==> config.mk <==
export PLATFORM = sky130hd
export DESIGN_NAME = rdl_ctrl
export DESIGN_NICKNAME = d
export VERILOG_FILES = /design/src/hw/rtl/assert_macros.svh /design/src/hw/rtl/rdl_pkg.sv /design/src/hw/rtl/rdl_ctrl.sv
export SDC_FILE = /design/constraint.sdc
export NUM_CORES = 1
export LEC_CHECK = 0
export BUFFER_PORTS_ARGS = -buffer_cell sky130_fd_sc_hd__buf_2
export CORE_MARGIN = 10
export CORE_UTILIZATION = 50
export CTS_BUF_LIST = sky130_fd_sc_hd__clkbuf_8
export CTS_CLUSTER_DIAMETER = 120
export DETAILED_ROUTE_END_ITERATION = 16
export PLACE_DENSITY_LB_ADDON = 0.12
export SYNTH_ARGS = -nofsm -noshare
export SYNTH_HDL_FRONTEND = slang
export SYNTH_SLANG_ARGS = --single-unit
==> constraint.sdc <==
create_clock -name i_clk -period 4.85 [get_ports i_clk]
set_clock_uncertainty 0.05 [all_clocks]
set_input_delay 0.485 -clock i_clk [delete_from_list [all_inputs] [get_ports i_clk]]
set_output_delay 0.485 -clock i_clk [all_outputs]
set_load 0.01 [all_outputs]
==> src/hw/rtl/assert_macros.svh <==
// Assertion helpers for the RTL files.
`ifndef ASSERT_MACROS_SVH
`define ASSERT_MACROS_SVH

// Same-cycle implication under an active-low reset.
`define ASSERT_IMPL(lbl, clk, rst_n, ante, cons, msg) \
    lbl: assert property (@(posedge clk) disable iff (!rst_n) (ante) |-> (cons)) \
        else $error(msg);

// Next-cycle implication under an active-low reset.
`define ASSERT_NEXT(lbl, clk, rst_n, ante, cons, msg) \
    lbl: assert property (@(posedge clk) disable iff (!rst_n) (ante) |=> cons) \
        else $error(msg);

`endif

==> src/hw/rtl/rdl_pkg.sv <==
// ----------------------------------------------------------------------------
// rdl_pkg
// Shared types and constants of the ranked detection list.
// ----------------------------------------------------------------------------
package rdl_pkg;

    localparam int LIST_DEPTH_DEF = 32;
    localparam int CONF_W         = 16;
    localparam int POS_W          = 16;
    localparam int ID_W           = 4;
    localparam int SLOT_W         = 5;
    localparam int MAXR_W         = 5;
    localparam int DIST_W         = 12;
    localparam int CFG_IDX_W      = 2;
    localparam int CFG_DATA_W     = 12;
    localparam int MAX_OUT        = 16;

    localparam logic [MAXR_W-1:0] MAX_ROBOTS_RST = 5'd8;
    localparam logic              DEDUP_EN_RST   = 1'b1;
    localparam logic [DIST_W-1:0] DUP_DIST_RST   = 12'd0;

    localparam logic [CFG_IDX_W-1:0] CFG_MAX_ROBOTS = 2'd0;
    localparam logic [CFG_IDX_W-1:0] CFG_DEDUP_EN   = 2'd1;
    localparam logic [CFG_IDX_W-1:0] CFG_DUP_DIST   = 2'd2;

    localparam logic OP_INSERT = 1'b0;
    localparam logic OP_FINISH = 1'b1;

    typedef struct packed {
        logic [CONF_W-1:0]       conf;
        logic signed [POS_W-1:0] fx;
        logic signed [POS_W-1:0] fy;
        logic [POS_W-1:0]        px;
        logic [POS_W-1:0]        py;
        logic signed [POS_W-1:0] hd;
        logic [ID_W-1:0]         id;
    } t_entry;

    typedef struct packed {
        logic cap_in;
        logic ins_cmp;
        logic ins_wr;
        logic dd_init;
        logic row_start;
        logic row_lat;
        logic pair_sq;
        logic pair_cmp;
        logic row_next;
        logic em_init;
        logic em_rd;
        logic em_chk;
        logic em_fin;
        logic rd_sel_j;
    } t_dp_cmd;

    typedef struct packed {
        logic dedup_en;
        logic row_more;
        logic pair_more;
        logic scan_more;
    } t_dp_stat;

    typedef enum logic [12:0] {
        S_IDLE      = 13'b0000000000001,
        S_INS_CMP   = 13'b0000000000010,
        S_INS_WR    = 13'b0000000000100,
        S_DD_INIT   = 13'b0000000001000,
        S_DD_ROW    = 13'b0000000010000,
        S_DD_ROWLAT = 13'b0000000100000,
        S_DD_PAIR   = 13'b0000001000000,
        S_DD_SQ     = 13'b0000010000000,
        S_DD_CMP    = 13'b0000100000000,
        S_EM_INIT   = 13'b0001000000000,
        S_EM_SCAN   = 13'b0010000000000,
        S_EM_CHK    = 13'b0100000000000,
        S_EM_FIN    = 13'b1000000000000
    } t_state;

endpackage

==> src/hw/rtl/rdl_ctrl.sv <==
// ----------------------------------------------------------------------------
// rdl_ctrl
// Sequencer for insert, duplicate pass and report pass.
// ----------------------------------------------------------------------------
module rdl_ctrl
    import rdl_pkg::*;
(
    input  logic     i_clk,
    input  logic     i_rst_n,
    input  logic     i_start,
    input  logic     i_opcode,
    input  t_dp_stat i_stat,
    output t_dp_cmd  o_cmd,
    output logic     o_busy
);

    t_state r_state, n_state;

    always_ff @(posedge i_clk) begin
        if (!i_rst_n) begin
            r_state <= S_IDLE;
        end else begin
            r_state <= n_state;
        end
    end

    always_comb begin
        n_state = r_state;
        o_cmd   = '0;
        unique case (r_state)
            S_IDLE: begin
                if (i_start) begin
                    o_cmd.cap_in = 1'b1;
                    if (i_opcode == OP_INSERT) begin
                        n_state = S_INS_CMP;
                    end else if (i_stat.dedup_en) begin
                        n_state = S_DD_INIT;
                    end else begin
                        n_state = S_EM_INIT;
                    end
                end
            end
            S_INS_CMP: begin
                o_cmd.ins_cmp = 1'b1;
                n_state = S_INS_WR;
            end
            S_INS_WR: begin
                o_cmd.ins_wr = 1'b1;
                n_state = S_IDLE;
            end
            S_DD_INIT: begin
                o_cmd.dd_init = 1'b1;
                n_state = S_DD_ROW;
            end
            S_DD_ROW: begin
                if (i_stat.row_more) begin
                    o_cmd.row_start = 1'b1;
                    n_state = S_DD_ROWLAT;
                end else begin
                    n_state = S_EM_INIT;
                end
            end
            S_DD_ROWLAT: begin
                o_cmd.row_lat = 1'b1;
                n_state = S_DD_PAIR;
            end
            S_DD_PAIR: begin
                if (i_stat.pair_more) begin
                    o_cmd.rd_sel_j = 1'b1;
                    n_state = S_DD_SQ;
                end else begin
                    o_cmd.row_next = 1'b1;
                    n_state = S_DD_ROW;
                end
            end
            S_DD_SQ: begin
                o_cmd.pair_sq = 1'b1;
                n_state = S_DD_CMP;
            end
            S_DD_CMP: begin
                o_cmd.pair_cmp = 1'b1;
                n_state = S_DD_PAIR;
            end
            S_EM_INIT: begin
                o_cmd.em_init = 1'b1;
                n_state = S_EM_SCAN;
            end
            S_EM_SCAN: begin
                if (i_stat.scan_more) begin
                    o_cmd.em_rd = 1'b1;
                    n_state = S_EM_CHK;
                end else begin
                    n_state = S_EM_FIN;
                end
            end
            S_EM_CHK: begin
                o_cmd.em_chk = 1'b1;
                n_state = S_EM_SCAN;
            end
            S_EM_FIN: begin
                o_cmd.em_fin = 1'b1;
                n_state = S_IDLE;
            end
            default: begin
                n_state = S_IDLE;
            end
        endcase
    end

    assign o_busy = (r_state != S_IDLE);

endmodule

==> metrics.cfg <==
[drt]
vias=783
via_per_inst=6.02
antenna_left=0
first_pass_iters=4
drtIter0Drc=15
wl_um=2100
wire_per_inst_um=16.1
drc=0

[power_and_ir_drop]
switching_share_pct=28.2
power.internal_mw=0.186
power_density_mw_per_mm2=274
finalPower_mw=0.260
switching_power_mw=0.0733
comb_power_share_pct=18.6
sequentialPowerShare_pct=44.0
max-vdd-ir-drop_mv=0.174
p_clk_share_pct=37.4
p_leak_nw=0.474

[clocking]
cts_tree=done
clockBufferDepth=2
clk_pin_slew_ns=0.06
cts_root_buffer=clkbuf_8
post_cts.repair.setup_buffers=0
numCtsBuffers=3
cts_resized=0
cts-htree-levels=1
cts_sinks=13
postCtsHoldBufs=0
clock_latency_ns=0.25

[timing]
hold_violations=0
grt_setup_unrepaired=no
post-route-period-util_pct=57.6
min_period_ns=2.80
max_freq_ghz=0.358
worst_pin_slew_ns=0.558
slew_headroom_pct=62.5
slew_viol_final=0
setup_violations=0
fin_setup_tns_ns=0

[finish]
syn_to_final_growth_pct=16.8
largest_reg_flops=13
antennaDiodeCount=0
layout.nets=123
largest-register=r_state
top_regs=r_state: 13 flops
drive_gt1_share_pct=27.2

[critical_path]
worstSetupStartpointType=flop
cp.required_ns=4.32
critPathCaptureType=output port
worstPathArrival_ns=2.26
cp_max_fo=10
crit_type=flop to output port

[synthesis]
synth_top_area_share_pct=32.1
synth_ff_type=dfxtp_1
synth_edf_count=0
ys_warn_count=0
synth_common_cells=dfxtp_1, nor2_1, nor3_1, and3_1
syn_area_um2=811
yosys.area.top_type=dfxtp_1
yosysMostFrequentCell=dfxtp_1
synth_seq_area_share_pct=32.1
syn_nets=102
synth-seq-cells=13
async_flop_share_pct=0
synth_cell_type_count=35
synth_cells=94
avgSynthCellArea_um2=8.63
synthTopCellsByArea=dfxtp_1, nor3_1, nor2_1, nand4b_1, nor4b_1

[grt]
grt_pass1_vias=764
grt_overflow=0
track_usage_pct=12.2
grt_max_degree=11
antenna_found_initial=0
grt_pass1_wl_um=3370

[floorplan]
die_x_um=60.3
dieArea_mm2=0.00363
initial_core_util_pct=53.2
io_pins=23
fp-row-count=14
fp.coreArea_mm2=0.00152
die_y_um=60.3

[placement]
gp_congestion=0.795
hpwl_um=1570
portBuffers=22

[job]
cap_violations=0

[hold_path]
hold_path.class=input port to flop

[outcome]
status=complete, no violations

## layout make-up
type / count / area (um2)
multi-input combinational: 72 / 500
clock inverter: 1 / 3.75
sequential: 13 / 260
fill: 153 / 577
tap: 16 / 20.0
timing repair buffer: 22 / 110
clock buffer: 3 / 41.3
inverter: 3 / 11.3
## routing by layer
| layer | GRT usage, % | up-vias | wire, um |
|---|---|---|---|
| li1 | - | 397 | - |
| met1 | 13.9 | 357 | 993 |
| met2 | 19.1 | 25 | 921 |
| met3 | 4.87 | 4 | 157 |
| met4 | 5.77 | 0 | 24 |
| met5 | 0 | - | 0 |
## layout by cell type (no fill, tap or decap)
| cell | netlist | layout |
|---|---|---|
| buf_2 | 1 | 22 |
| dfxtp_1 | 13 | 13 |
| nor2_1 | 12 | 12 |
| nor3_1 | 9 | 9 |
| and3_1 | 5 | 5 |
| nor4b_1 | 4 | 4 |
| inv_1 | 3 | 4 |
| nand4b_1 | 4 | 4 |
| nand2_1 | 3 | 3 |
| nand4_1 | 3 | 3 |
| nor4_1 | 3 | 3 |
| xnor2_1 | 3 | 3 |
| clkbuf_8 | 0 | 3 |
| or4_1 | 2 | 2 |
| or4_4 | 2 | 2 |
| nand3_1 | 2 | 2 |
| and4b_1 | 2 | 2 |
| xor2_1 | 2 | 2 |
| nand2b_1 | 1 | 1 |
| nor4_2 | 1 | 1 |
| nor4b_2 | 1 | 1 |
| nor3b_1 | 1 | 1 |
| and3b_1 | 1 | 1 |
| nand3b_1 | 1 | 1 |
| or3b_2 | 1 | 1 |
| o31ai_4 | 1 | 1 |
| o21ba_1 | 1 | 1 |
| and2_1 | 1 | 1 |
| a211o_1 | 1 | 1 |
| o21ai_0 | 1 | 1 |
| a22oi_1 | 1 | 1 |
| a31o_1 | 1 | 1 |
| a21oi_1 | 1 | 1 |
| o211a_1 | 1 | 1 |
## per-stage QoR
stage	std cells	setup WS (ns)	utilization (%)	hold slack, ns	instance area (um2)
floorplan	94	2.42	-	0.491	811
detailed placement	126	2.36	59.2	0.552	902
global route	130	1.93	62.2	0.365	947
global placement	126	2.41	59.2	0.536	902
finish	130	2.05	62.2	0.362	947
CTS	130	2.06	62.2	0.361	947
## power groups by stage
stage                     Clock (mW)  Sequential (mW)  Combinational, mW
final                         0.0971            0.114             0.0484
after global placement             0            0.116             0.0474
after CTS                     0.0993            0.114             0.0487
after detailed placement           0            0.116             0.0479
after global routing           0.103            0.115             0.0534
after floorplan                    0            0.115             0.0360
## worst paths after layout
check              startpoint          end  slack (ns)  cells after the start
setup / recovery   r_state[4]    o_cmd[12]        2.05                      4
setup reg to reg   r_state[4]   r_state[4]        2.50                      4
hold reg to reg   r_state[10]  r_state[10]        0.57                      1
hold / removal      i_stat[0]  r_state[12]        0.36                      2
## logic make-up after synthesis
group           count (synthesis)  synth area share, %
simple gates                   59                 46.9
flops                          13                 32.1
buf+inv                         9                 6.17
compound gates                  8                 9.41
xor+xnor                        5                 5.40
## critical path, stage by stage, from the launching register on
cell     delay (ns)
dfxtp_1        0.41
or4_1          0.65
or4_4          0.49
nor4b_2        0.27
buf_2          0.19
(Power assumes the default switching activity.)
